--- config.mk ---
export PLATFORM = sky130hd
export DESIGN_NAME = can_bus_lowest_id_arbiter_top
export DESIGN_NICKNAME = d
export VERILOG_FILES = /design/src/canarb_pkg.sv /design/src/canarb_cell.sv /design/src/canarb_row.sv /design/src/can_bus_lowest_id_arbiter_top.sv
export SDC_FILE = /design/constraint.sdc
export NUM_CORES = 2
export LEC_CHECK = 0
export BUFFER_PORTS_ARGS = -buffer_cell sky130_fd_sc_hd__buf_4
export CAP_MARGIN = 20
export CORE_MARGIN = 1.5
export CORE_UTILIZATION = 50
export CTS_BUF_LIST = sky130_fd_sc_hd__clkbuf_8
export CTS_CLUSTER_DIAMETER = 200
export DETAILED_ROUTE_END_ITERATION = 12
export PLACE_DENSITY = 0.66
export SLEW_MARGIN = 15
export SYNTH_ARGS = -nofsm -noshare
export SYNTH_HDL_FRONTEND = slang
export SYNTH_HIERARCHICAL = 1
export SYNTH_SLANG_ARGS = --single-unit
--- constraint.sdc ---
create_clock -name clock -period 18.8 [get_ports clock]
set_input_delay 0.94 -clock clock [delete_from_list [all_inputs] [get_ports clock]]
set_output_delay 0.94 -clock clock [all_outputs]
set_load 0.02 [all_outputs]
--- src/canarb_pkg.sv ---
// ----------------------------------------------------------------------------
// canarb_pkg
// Shared types, codes and helpers for the lowest-identifier bus arbiter:
// request and response beats, slot status codes, the per-cell command and
// the arbitration carry that travels down the cell row.
// ----------------------------------------------------------------------------
package canarb_pkg;

   // Default slot count
   localparam int NODES_DEFAULT = 8;

   // Field widths
   localparam int OP_W     = 2;
   localparam int NODE_W   = 3;
   localparam int ID_W     = 11;
   localparam int LEN_W    = 4;
   localparam int DATA_W   = 64;
   localparam int TRIES_W  = 6;
   localparam int MASK_W   = 8;
   localparam int CSR_IDX_W = 1;

   // Limits
   localparam int MAX_LEN   = 8;
   localparam int MAX_TRIES = 63;

   // Operation codes
   typedef enum logic [OP_W-1:0] {
      OP_SEND = 2'd0,
      OP_TICK = 2'd1,
      OP_POLL = 2'd2,
      OP_NONE = 2'd3
   } op_type;

   // Result status codes
   typedef enum logic [1:0] {
      STATUS_OK       = 2'd0,
      STATUS_BUSY     = 2'd1,
      STATUS_DETACHED = 2'd2
   } status_type;

   // Transmit outcome reported on poll
   typedef enum logic [1:0] {
      TXE_NONE  = 2'd0,
      TXE_DONE  = 2'd1,
      TXE_FAULT = 2'd2
   } tx_event_type;

   // Transmit slot status
   typedef enum logic [1:0] {
      SLOT_EMPTY    = 2'd0,
      SLOT_TRANSMIT = 2'd1,
      SLOT_REFUSED  = 2'd2,
      SLOT_COMPLETE = 2'd3
   } slot_status_type;

   // Configuration register indexes
   typedef enum logic [CSR_IDX_W-1:0] {
      REG_ATTACH_MASK = 1'b0,
      REG_RETRY_LIMIT = 1'b1
   } csr_reg_type;

   // Request beat
   typedef struct packed {
      logic [OP_W-1:0]   op;
      logic [NODE_W-1:0] node;
      logic [ID_W-1:0]   frame_id;
      logic [LEN_W-1:0]  frame_len;
      logic [DATA_W-1:0] payload;
   } req_type;

   // Response beat
   typedef struct packed {
      logic [1:0]        status;
      logic [1:0]        tx_event;
      logic              rx_valid;
      logic [ID_W-1:0]   rx_id;
      logic [LEN_W-1:0]  rx_len;
      logic [DATA_W-1:0] rx_data;
      logic              tx_ready;
      logic              granted;
      logic [NODE_W-1:0] granted_node;
   } rsp_type;

   // Command broadcast to every cell
   typedef struct packed {
      logic               send;
      logic               poll;
      logic               rebuild;
      logic               commit;
      logic [NODE_W-1:0]  node;
      logic [ID_W-1:0]    frame_id;
      logic [LEN_W-1:0]   frame_len;
      logic [DATA_W-1:0]  payload;
      logic [TRIES_W-1:0] tries;
      logic [MASK_W-1:0]  attach_mask;
      logic [MASK_W-1:0]  snap_mask;
   } cmd_type;

   // Running arbitration winner handed from cell to cell
   typedef struct packed {
      logic              have;
      logic [ID_W-1:0]   id;
      logic [NODE_W-1:0] node;
      logic [LEN_W-1:0]  len;
      logic [DATA_W-1:0] data;
   } carry_type;

   // Slot view exported by one cell
   typedef struct packed {
      slot_status_type state;
      logic            rx_pending;
   } slot_type;

   // Slot view of the addressed node
   typedef struct packed {
      logic     hit;
      slot_type slot;
   } sel_type;

   // Length clamped to eight bytes
   function automatic logic [LEN_W-1:0] sat_len(input logic [LEN_W-1:0] len);
      return (len > LEN_W'(MAX_LEN)) ? LEN_W'(MAX_LEN) : len;
   endfunction

   // Zero every payload byte at or past the length
   function automatic logic [DATA_W-1:0] frame_bytes(input logic [DATA_W-1:0] data,
                                                     input logic [LEN_W-1:0]  len);
      logic [DATA_W-1:0] keep;
      keep = '0;
      for (int b = 0; b < DATA_W / 8; b++) begin
         if (LEN_W'(b) < len) begin
            keep[b*8 +: 8] = 8'hFF;
         end
      end
      return data & keep;
   endfunction

   // Try budget: retry limit plus one, clamped
   function automatic logic [TRIES_W-1:0] try_budget(input logic [TRIES_W-1:0] retry);
      return (retry == TRIES_W'(MAX_TRIES)) ? retry : retry + TRIES_W'(1);
   endfunction

endpackage

--- src/canarb_cell.sv ---
// ----------------------------------------------------------------------------
// canarb_cell
// One transmit slot of the bus. Holds the slot frame, try count and receive
// flag, and takes one arbitration step when the sweep token reaches it,
// passing the running winner on to the next cell.
// ----------------------------------------------------------------------------
module canarb_cell #(
   parameter int INDEX = 0
) (
   input  logic                 clock,
   input  logic                 reset,
   input  canarb_pkg::cmd_type   cmd,
   input  logic                 token_in,
   input  canarb_pkg::carry_type carry_in,
   output logic                 token_out,
   output canarb_pkg::carry_type carry_out,
   output canarb_pkg::slot_type  slot
);

   // Only the first eight slots can ever be attached
   localparam bit ATTACHABLE = (INDEX < canarb_pkg::MASK_W);
   localparam logic [canarb_pkg::NODE_W-1:0] NODE_CODE =
      canarb_pkg::NODE_W'(INDEX % canarb_pkg::MASK_W);

   canarb_pkg::slot_status_type        state_ff, state_in;
   logic [canarb_pkg::TRIES_W-1:0]     tries_ff, tries_in;
   logic [canarb_pkg::ID_W-1:0]        id_ff, id_in;
   logic [canarb_pkg::LEN_W-1:0]       len_ff, len_in;
   logic [canarb_pkg::DATA_W-1:0]      data_ff, data_in;
   logic                               rx_ff, rx_in;
   logic                               token_ff;
   canarb_pkg::carry_type              carry_ff, carry_in_nx;

   logic hit;
   logic attach_bit;
   logic snap_bit;
   logic eligible;

   assign hit        = ATTACHABLE && (cmd.node == NODE_CODE);
   assign attach_bit = ATTACHABLE && cmd.attach_mask[NODE_CODE];
   assign snap_bit   = ATTACHABLE && cmd.snap_mask[NODE_CODE];

   // Slot update for send, poll, rebuild, sweep step and commit
   always_comb begin
      state_in    = state_ff;
      tries_in    = tries_ff;
      id_in       = id_ff;
      len_in      = len_ff;
      data_in     = data_ff;
      rx_in       = rx_ff;
      eligible    = 1'b0;
      carry_in_nx = carry_in;

      if (cmd.send && hit) begin
         state_in = canarb_pkg::SLOT_TRANSMIT;
         tries_in = cmd.tries;
         id_in    = cmd.frame_id;
         len_in   = cmd.frame_len;
         data_in  = cmd.payload;
      end

      if (cmd.poll && hit) begin
         if (state_ff == canarb_pkg::SLOT_REFUSED || state_ff == canarb_pkg::SLOT_COMPLETE) begin
            state_in = canarb_pkg::SLOT_EMPTY;
         end
         rx_in = 1'b0;
      end

      if (cmd.rebuild && attach_bit && state_ff != canarb_pkg::SLOT_EMPTY) begin
         state_in = canarb_pkg::SLOT_REFUSED;
      end

      // Arbitration step: spend a try or give up
      if (token_in && snap_bit && state_ff == canarb_pkg::SLOT_TRANSMIT) begin
         if (tries_ff != '0) begin
            tries_in = tries_ff - canarb_pkg::TRIES_W'(1);
            eligible = 1'b1;
         end else begin
            state_in = canarb_pkg::SLOT_REFUSED;
         end
      end

      // Strictly lower id wins, so the earlier cell keeps a tie
      if (eligible && (!carry_in.have || id_ff < carry_in.id)) begin
         carry_in_nx.have = 1'b1;
         carry_in_nx.id   = id_ff;
         carry_in_nx.node = NODE_CODE;
         carry_in_nx.len  = len_ff;
         carry_in_nx.data = data_ff;
      end

      if (cmd.commit) begin
         if (snap_bit) begin
            rx_in = 1'b1;
         end
         if (hit) begin
            state_in = canarb_pkg::SLOT_COMPLETE;
         end
      end
   end

   // Control state
   always_ff @(posedge clock) begin
      if (reset) begin
         state_ff <= canarb_pkg::SLOT_EMPTY;
         tries_ff <= '0;
         rx_ff    <= 1'b0;
         token_ff <= 1'b0;
      end else begin
         state_ff <= state_in;
         tries_ff <= tries_in;
         rx_ff    <= rx_in;
         token_ff <= token_in;
      end
   end

   // Frame storage and carry
   always_ff @(posedge clock) begin
      id_ff    <= id_in;
      len_ff   <= len_in;
      data_ff  <= data_in;
      carry_ff <= carry_in_nx;
   end

   assign token_out       = token_ff;
   assign carry_out       = carry_ff;
   assign slot.state      = state_ff;
   assign slot.rx_pending = rx_ff;

endmodule

--- src/canarb_row.sv ---
// ----------------------------------------------------------------------------
// canarb_row
// The row of slot cells with the sweep token and winner carry chained from
// cell to cell, plus the read mux for the addressed node.
// ----------------------------------------------------------------------------
module canarb_row #(
   parameter int NODES = canarb_pkg::NODES_DEFAULT
) (
   input  logic                              clock,
   input  logic                              reset,
   input  canarb_pkg::cmd_type                cmd,
   input  logic                              start,
   input  logic [canarb_pkg::NODE_W-1:0]     sel_node,
   output canarb_pkg::sel_type                sel,
   output logic                              tail_token,
   output canarb_pkg::carry_type              tail_carry
);

   logic                  tok   [NODES+1];
   canarb_pkg::carry_type carry [NODES+1];
   canarb_pkg::slot_type  slots [NODES];

   assign tok[0]   = start;
   assign carry[0] = '0;

   // Cell chain
   for (genvar i = 0; i < NODES; i++) begin : g_cell
      canarb_cell #(
         .INDEX(i)
      ) u_cell (
         .clock     (clock),
         .reset     (reset),
         .cmd       (cmd),
         .token_in  (tok[i]),
         .carry_in  (carry[i]),
         .token_out (tok[i+1]),
         .carry_out (carry[i+1]),
         .slot      (slots[i])
      );
   end

   assign tail_token = tok[NODES];
   assign tail_carry = carry[NODES];

   // Addressed slot view; no hit for a node past the row
   always_comb begin
      sel = '0;
      for (int i = 0; i < NODES; i++) begin
         if (i < canarb_pkg::MASK_W && sel_node == canarb_pkg::NODE_W'(i)) begin
            sel.hit  = 1'b1;
            sel.slot = slots[i];
         end
      end
   end

endmodule

--- src/can_bus_lowest_id_arbiter_top.sv ---
// ----------------------------------------------------------------------------
// can_bus_lowest_id_arbiter_top
// Shared bus with NODES transmit slots and lowest-identifier arbitration.
// Sends, polls and ticks are decoded here; the slots live in a row of cells
// that a tick sweeps one cell per cycle.
//
//   channel  dir  handshake            beat
//   req_     in   req_valid/req_stall  canarb_pkg::req_type
//   rsp_     out  rsp_valid/rsp_stall  canarb_pkg::rsp_type
//   csr_     in   csr_write_en         csr_index, csr_wdata
//
// Send, poll and unused op go from idle straight to finish before the next accept.
// A tick after an attach mask change does the same; other ticks sweep first,
// waiting for the sweep token walking the cell row one cell per cycle.
// Reset is synchronous; no clearing pass, the block is ready right away.
// A response waits in the output register while rsp_stall is high; the next
// request is taken meanwhile and held before its result is loaded.
// ----------------------------------------------------------------------------
module can_bus_lowest_id_arbiter_top #(
   parameter int NODES = canarb_pkg::NODES_DEFAULT
) (
   input  logic                                clock,
   input  logic                                reset,
   input  logic                                req_valid,
   output logic                                req_stall,
   input  canarb_pkg::req_type                  req_payload,
   output logic                                rsp_valid,
   input  logic                                rsp_stall,
   output canarb_pkg::rsp_type                  rsp_payload,
   input  logic                                csr_write_en,
   input  logic [canarb_pkg::CSR_IDX_W-1:0]    csr_index,
   input  logic [canarb_pkg::MASK_W-1:0]       csr_wdata
);

   typedef enum logic [2:0] {
      ST_IDLE   = 3'b001,
      ST_SWEEP  = 3'b010,
      ST_FINISH = 3'b100
   } fsm_type;

   fsm_type                          state_ff, state_in;
   logic [canarb_pkg::MASK_W-1:0]    mask_ff, mask_in;
   logic [canarb_pkg::TRIES_W-1:0]   retry_ff, retry_in;
   logic [canarb_pkg::MASK_W-1:0]    snap_ff, snap_in;
   logic                             rebuild_ff, rebuild_in;
   logic [canarb_pkg::ID_W-1:0]      last_id_ff, last_id_in;
   logic [canarb_pkg::LEN_W-1:0]     last_len_ff, last_len_in;
   logic [canarb_pkg::DATA_W-1:0]    last_data_ff, last_data_in;
   logic [canarb_pkg::NODE_W-1:0]    node_ff, node_in;
   canarb_pkg::rsp_type              pend_ff, pend_in;
   logic                             rsp_valid_ff, rsp_valid_in;
   canarb_pkg::rsp_type              rsp_ff, rsp_in;

   canarb_pkg::cmd_type              cmd;
   canarb_pkg::sel_type              sel;
   canarb_pkg::carry_type            tail_carry;
   logic                             tail_token;
   logic                             start;
   logic                             rsp_load;
   logic                             req_accept;
   logic                             attached;
   logic [canarb_pkg::NODE_W-1:0]    sel_node;
   logic [canarb_pkg::LEN_W-1:0]     len_sat;

   assign req_stall  = (state_ff != ST_IDLE);
   assign req_accept = req_valid && !req_stall;
   assign sel_node   = (state_ff == ST_IDLE) ? req_payload.node : node_ff;
   assign attached   = sel.hit && mask_ff[req_payload.node];
   assign len_sat    = canarb_pkg::sat_len(req_payload.frame_len);

   canarb_row #(
      .NODES(NODES)
   ) u_row (
      .clock      (clock),
      .reset      (reset),
      .cmd        (cmd),
      .start      (start),
      .sel_node   (sel_node),
      .sel        (sel),
      .tail_token (tail_token),
      .tail_carry (tail_carry)
   );

   // Sequencer: decode on accept, wait for the sweep, then load the response
   always_comb begin
      state_in     = state_ff;
      mask_in      = mask_ff;
      retry_in     = retry_ff;
      snap_in      = snap_ff;
      rebuild_in   = rebuild_ff;
      last_id_in   = last_id_ff;
      last_len_in  = last_len_ff;
      last_data_in = last_data_ff;
      node_in      = node_ff;
      pend_in      = pend_ff;
      start        = 1'b0;
      rsp_load     = 1'b0;

      cmd             = '0;
      cmd.node        = req_payload.node;
      cmd.frame_id    = req_payload.frame_id;
      cmd.frame_len   = len_sat;
      cmd.payload     = canarb_pkg::frame_bytes(req_payload.payload, len_sat);
      cmd.tries       = canarb_pkg::try_budget(retry_ff);
      cmd.attach_mask = mask_ff;
      cmd.snap_mask   = snap_ff;

      unique case (state_ff)
         ST_IDLE: begin
            if (req_accept) begin
               node_in  = req_payload.node;
               pend_in  = '0;
               state_in = ST_FINISH;
               unique case (canarb_pkg::op_type'(req_payload.op))
                  canarb_pkg::OP_SEND: begin
                     if (!attached) begin
                        pend_in.status = canarb_pkg::STATUS_DETACHED;
                     end else if (sel.slot.state != canarb_pkg::SLOT_EMPTY) begin
                        pend_in.status = canarb_pkg::STATUS_BUSY;
                     end else begin
                        cmd.send = 1'b1;
                     end
                  end
                  canarb_pkg::OP_TICK: begin
                     if (rebuild_ff) begin
                        cmd.rebuild = 1'b1;
                        snap_in     = mask_ff;
                        rebuild_in  = 1'b0;
                     end else begin
                        start    = 1'b1;
                        state_in = ST_SWEEP;
                     end
                  end
                  canarb_pkg::OP_POLL: begin
                     if (!attached) begin
                        pend_in.status = canarb_pkg::STATUS_DETACHED;
                     end else begin
                        cmd.poll = 1'b1;
                        if (sel.slot.state == canarb_pkg::SLOT_REFUSED) begin
                           pend_in.tx_event = canarb_pkg::TXE_FAULT;
                        end else if (sel.slot.state == canarb_pkg::SLOT_COMPLETE) begin
                           pend_in.tx_event = canarb_pkg::TXE_DONE;
                        end
                        if (sel.slot.rx_pending) begin
                           pend_in.rx_valid = 1'b1;
                           pend_in.rx_id    = last_id_ff;
                           pend_in.rx_len   = last_len_ff;
                           pend_in.rx_data  = last_data_ff;
                        end
                     end
                  end
                  canarb_pkg::OP_NONE: begin
                  end
               endcase
            end
         end
         ST_SWEEP: begin
            // Winner leaves the last cell: latch bus frame, mark complete
            if (tail_token) begin
               state_in = ST_FINISH;
               if (tail_carry.have) begin
                  cmd.commit           = 1'b1;
                  cmd.node             = tail_carry.node;
                  last_id_in           = tail_carry.id;
                  last_len_in          = tail_carry.len;
                  last_data_in         = tail_carry.data;
                  pend_in.granted      = 1'b1;
                  pend_in.granted_node = tail_carry.node;
               end
            end
         end
         ST_FINISH: begin
            if (!rsp_valid_ff || !rsp_stall) begin
               rsp_load = 1'b1;
               state_in = ST_IDLE;
            end
         end
         default: begin
            state_in = ST_IDLE;
         end
      endcase

      // Register writes
      if (csr_write_en) begin
         unique case (canarb_pkg::csr_reg_type'(csr_index))
            canarb_pkg::REG_ATTACH_MASK: begin
               if (csr_wdata != mask_ff) begin
                  mask_in    = csr_wdata;
                  rebuild_in = 1'b1;
               end
            end
            canarb_pkg::REG_RETRY_LIMIT: begin
               retry_in = csr_wdata[canarb_pkg::TRIES_W-1:0];
            end
         endcase
      end
   end

   // Output register
   always_comb begin
      rsp_in          = pend_ff;
      rsp_in.tx_ready = sel.hit && (sel.slot.state == canarb_pkg::SLOT_EMPTY);
      rsp_valid_in    = rsp_load || (rsp_valid_ff && rsp_stall);
   end

   always_ff @(posedge clock) begin
      if (reset) begin
         state_ff     <= ST_IDLE;
         mask_ff      <= '0;
         retry_ff     <= '0;
         snap_ff      <= '0;
         rebuild_ff   <= 1'b1;
         last_id_ff   <= '0;
         last_len_ff  <= '0;
         last_data_ff <= '0;
         rsp_valid_ff <= 1'b0;
      end else begin
         state_ff     <= state_in;
         mask_ff      <= mask_in;
         retry_ff     <= retry_in;
         snap_ff      <= snap_in;
         rebuild_ff   <= rebuild_in;
         last_id_ff   <= last_id_in;
         last_len_ff  <= last_len_in;
         last_data_ff <= last_data_in;
         rsp_valid_ff <= rsp_valid_in;
      end
   end

   // Beat payload
   always_ff @(posedge clock) begin
      node_ff <= node_in;
      pend_ff <= pend_in;
      if (rsp_load) begin
         rsp_ff <= rsp_in;
      end
   end

   assign rsp_valid   = rsp_valid_ff;
   assign rsp_payload = rsp_ff;

endmodule

==> results_dict.tcl <==
set metrics [dict create \
    synth-xor-area-share_pct 0.170 \
    synth_top_family_by_area "compound AO/OA/AOI/OAI gates" \
    synthSimpleGateAreaFrac_pct 11.6 \
    start_util_pct 50.6 \
    synth-compound-area-share_pct 14.3 \
    core_sq_um 132000 \
    cts_sinks 1662 \
    clockBufferDepth 4 \
    cts_resized 0 \
    worstSetupEndpointType "register" \
    grt_antenna_before_repair 13 \
    synth_area_sq_um 66800 \
    outcome "completed" \
    period_needed_ns 5.35 \
    synthAdderAreaFrac_pct 1.82 \
    cts_root_buffer "clkbuf_8" \
    cp-start-kind "register" \
    nets 5778 \
    setup_viol 0 \
    htreeDepth 5 \
    yosysTopAreaCellShare_pct 36.5 \
    dr_total_vias 46200 \
    finalInstanceArea_sq_um 74700 \
    place.gp.congestion 0.872 \
    fill_cells 10800 \
    ctsHoldBuffers 0 \
    die_width_um 368 \
    finalCritPeriodShare_pct 28.4 \
    clkTransAtPathRegs_ns 0.06 \
    drtPass1Iterations 6 \
    antenna_left 0 \
    synth.area.mux_share_pct 5.88 \
    hold_viol_final 0 \
    clk_latency_ns 1.00 \
    synth_edf_count 812 \
    tightest_slew_ns 1.26 \
    grt.total_usage_pct 26.1 \
    seq_area_frac_synth_pct 62.0 \
    synthArstFlopShare_pct 0 \
    synthTopCellsByArea "edfxtp_1, dfxtp_1, mux2_2" \
    synthDistinctLibCells 88 \
    grt_pass1_vias 45300 \
    skew_ns 0.0800 \
    slew_viol_final 0 \
    synth_cells 5397 \
    final_common_cell "dfxtp_1" \
    rsz0062_at_grt "no" \
    drc 0 \
    layout_common_cells "dfxtp_1, edfxtp_1, nand3_1" \
    pin_count 189 \
    p_per_area_nw_per_um2 101 \
    timing.fmax_ghz 0.187 \
    cp.arrival_ns 6.15 \
    wl_per_cell_um 23.9 \
    portBuffers 188 \
    dpl_cell_area_sq_um 69400 \
    drv_cap 0 \
    cp.required_ns 19.61 \
    drtIter0Drc 5052 \
    grt_pass1_wl_um 274000 \
    die_y_um 368 \
    timing.setup.tns_ns 0 \
    wl_um 181000 \
    ys.warnings.count 6 \
    cp_max_fo 46 \
    synth_area_leader_cell "edfxtp_1" \
    dieArea_sq_um 136000 \
    gr-total-overflow 0 \
    ys_ff_latch 1662 \
    layout-drive-gt1-share_pct 18.7 \
    hold_path.class "primary input to register" \
    grt_max_degree 165 \
    ir_worst_vdd_v 0.0000592 \
    cts_setup_buffers 0 \
    synth-main-ff-cell "dfxtp_1" \
    via_per_inst 6.12 \
    relSlewSlack_pct 15.9 \
    core.rowCount 133 \
    cts_buffers 283 \
    cts_tree "done" \
    hpwl_um 108000 \
    syn_to_final_growth_pct 11.8 \
    criticalPathCategory "register to register" \
    leakage_nw 25.8 \
    syn_avg_cell_area_sq_um 12.4 \
]
[worst max-delay path: stages, from the launching register on]
cell	delay, ns
dfxtp_1	0.38
nor3b_2	0.46
inv_1	0.24
nand2_1	0.14
nand2_1	0.26
nor2b_4	0.23
a32o_1	0.28
a2111oi_1	0.32
a21oi_1	0.13
nor2_1	0.21
nor4b_2	0.24
buf_4	0.26
nand2_1	0.17
clkinv_2	0.68
buf_4	0.67
nor2_1	0.17
a22oi_1	0.24
a21oi_1	0.09
[cells in the mapped netlist (8+ instances only)]
| library cell | n |
|---|---|
| nor3b_1 | 325 |
| buf_2 | 83 |
| nand3_1 | 363 |
| and3_1 | 20 |
| buf_1 | 25 |
| clkbuf_1 | 279 |
| o211ai_1 | 273 |
| mux2_2 | 287 |
| a22oi_1 | 14 |
| and2_1 | 96 |
| inv_1 | 114 |
| nor4_1 | 8 |
| buf_6 | 39 |
| nor2b_1 | 89 |
| ha_1 | 97 |
| dfxtp_1 | 850 |
| o21ai_0 | 330 |
| buf_4 | 47 |
| o2111ai_1 | 316 |
| nor2_1 | 66 |
| or3_1 | 13 |
| a211oi_1 | 38 |
| o211ai_2 | 59 |
| mux2_1 | 32 |
| a21oi_1 | 147 |
| a31oi_1 | 33 |
| o21ai_1 | 12 |
| xor2_1 | 11 |
| mux2i_1 | 18 |
| nand2b_1 | 35 |
| a21o_1 | 21 |
| edfxtp_1 | 812 |
| nand2_1 | 267 |
| nor3_1 | 32 |
[layout make-up]
cell class	count	area, sq um	share of cell area (%)
Multi-Input combinational cell	3236	23200	31.0
Timing Repair Buffer	283	2160	2.89
Clock buffer	324	4460	5.97
Clock inverter	166	815	1.09
Tap cell	1755	2200	2.94
Inverter	117	455	0.610
Sequential cell	1662	41400	55.4
Antenna cell	5	12.5	0.0168
[state kept, by name, indices dropped and copies added, names as in the netlist]
signal                         cells
u_row/g_cell.u_cell/token_out      8
u_row/g_cell.u_cell/data_ff      512
u_row/g_cell.u_cell/rx_ff          8
u_row/g_cell.u_cell/len_ff        32
rsp_valid                          1
rebuild_ff                         1
rsp_payload                       89
retry_ff                           6
mask_ff                            8
u_row/g_cell.u_cell/tries_ff      48
last_data_ff                      64
last_id_ff                        11
last_len_ff                        4
u_row/g_cell.u_cell/state_ff      16
snap_ff                            8
u_row/g_cell.u_cell/carry_out    664
state_ff                           3
u_row/g_cell.u_cell/id_ff         88
node_ff                            3
pend_ff                           88
[kinds of logic after synthesis]
group                    Yosys count
multiplexers                     343
other                              2
buffers and inverters            593
XOR/XNOR                          13
flip-flops                      1662
AND/OR/NAND/NOR                 1364
adder cells (fa/ha/maj)           97
AO/OA/AOI/OAI                   1323
[per-stage QoR]
stage | util [%] | hold WS, ns | total power, mW | instances | setup WS [ns]
3_3_place_gp | 52.6 | 0.397 | 4.54 | 7051 | 13.70
4_1_cts | 56.6 | 0.101 | 7.58 | 7542 | 13.48
5_1_grt | 56.6 | 0.129 | 7.79 | 7544 | 13.04
2_1_floorplan | - | 0.391 | 4.36 | 5491 | 12.16
3_5_place_dp | 52.6 | 0.396 | 4.55 | 7052 | 13.53
6_report | 56.6 | 0.173 | 7.52 | 7548 | 13.45
[routing by layer]
metal	vias to the layer above	track usage [%]	routed length (um)
met3	348	6.95	18600
li1	20800	-	-
met2	2251	39.6	79800
met5	-	0	19
met4	2	8.48	4500
met1	22800	36.3	77700
[where the power goes]
| part | leakage (nW) | internal, mW | total (mW) | switching, mW |
|---|---|---|---|---|
| Combinational | 8.11 | 0.142 | 0.465 | 0.323 |
| Sequential | 14.5 | 3.97 | 4.01 | 0.0447 |
| Clock | 3.14 | 1.63 | 3.05 | 1.41 |
[path summary, 6_finish.rpt]
path | startpoint | to | slack, ns | depth (start not counted)
worst max-delay path | state_ff[0]$_SDFFE_PP1P_ | u_row/g_cell[6].u_cell/tries_ff[3]$_SDFF_PP0_ | 13.45 | 17
worst min-delay path | req_payload[81] | node_ff[2]$_DFFE_PP_ | 0.17 | 1
worst max register to register | state_ff[0]$_SDFFE_PP1P_ | u_row/g_cell[6].u_cell/tries_ff[3]$_SDFF_PP0_ | 13.45 | 17
worst min register to register | u_row/g_cell[1].u_cell/carry_out[69]$_SDFF_PP0_ | u_row/g_cell[2].u_cell/carry_out[69]$_SDFF_PP1_ | 0.36 | 1
Note: power is estimated with default switching activity, not from simulation.
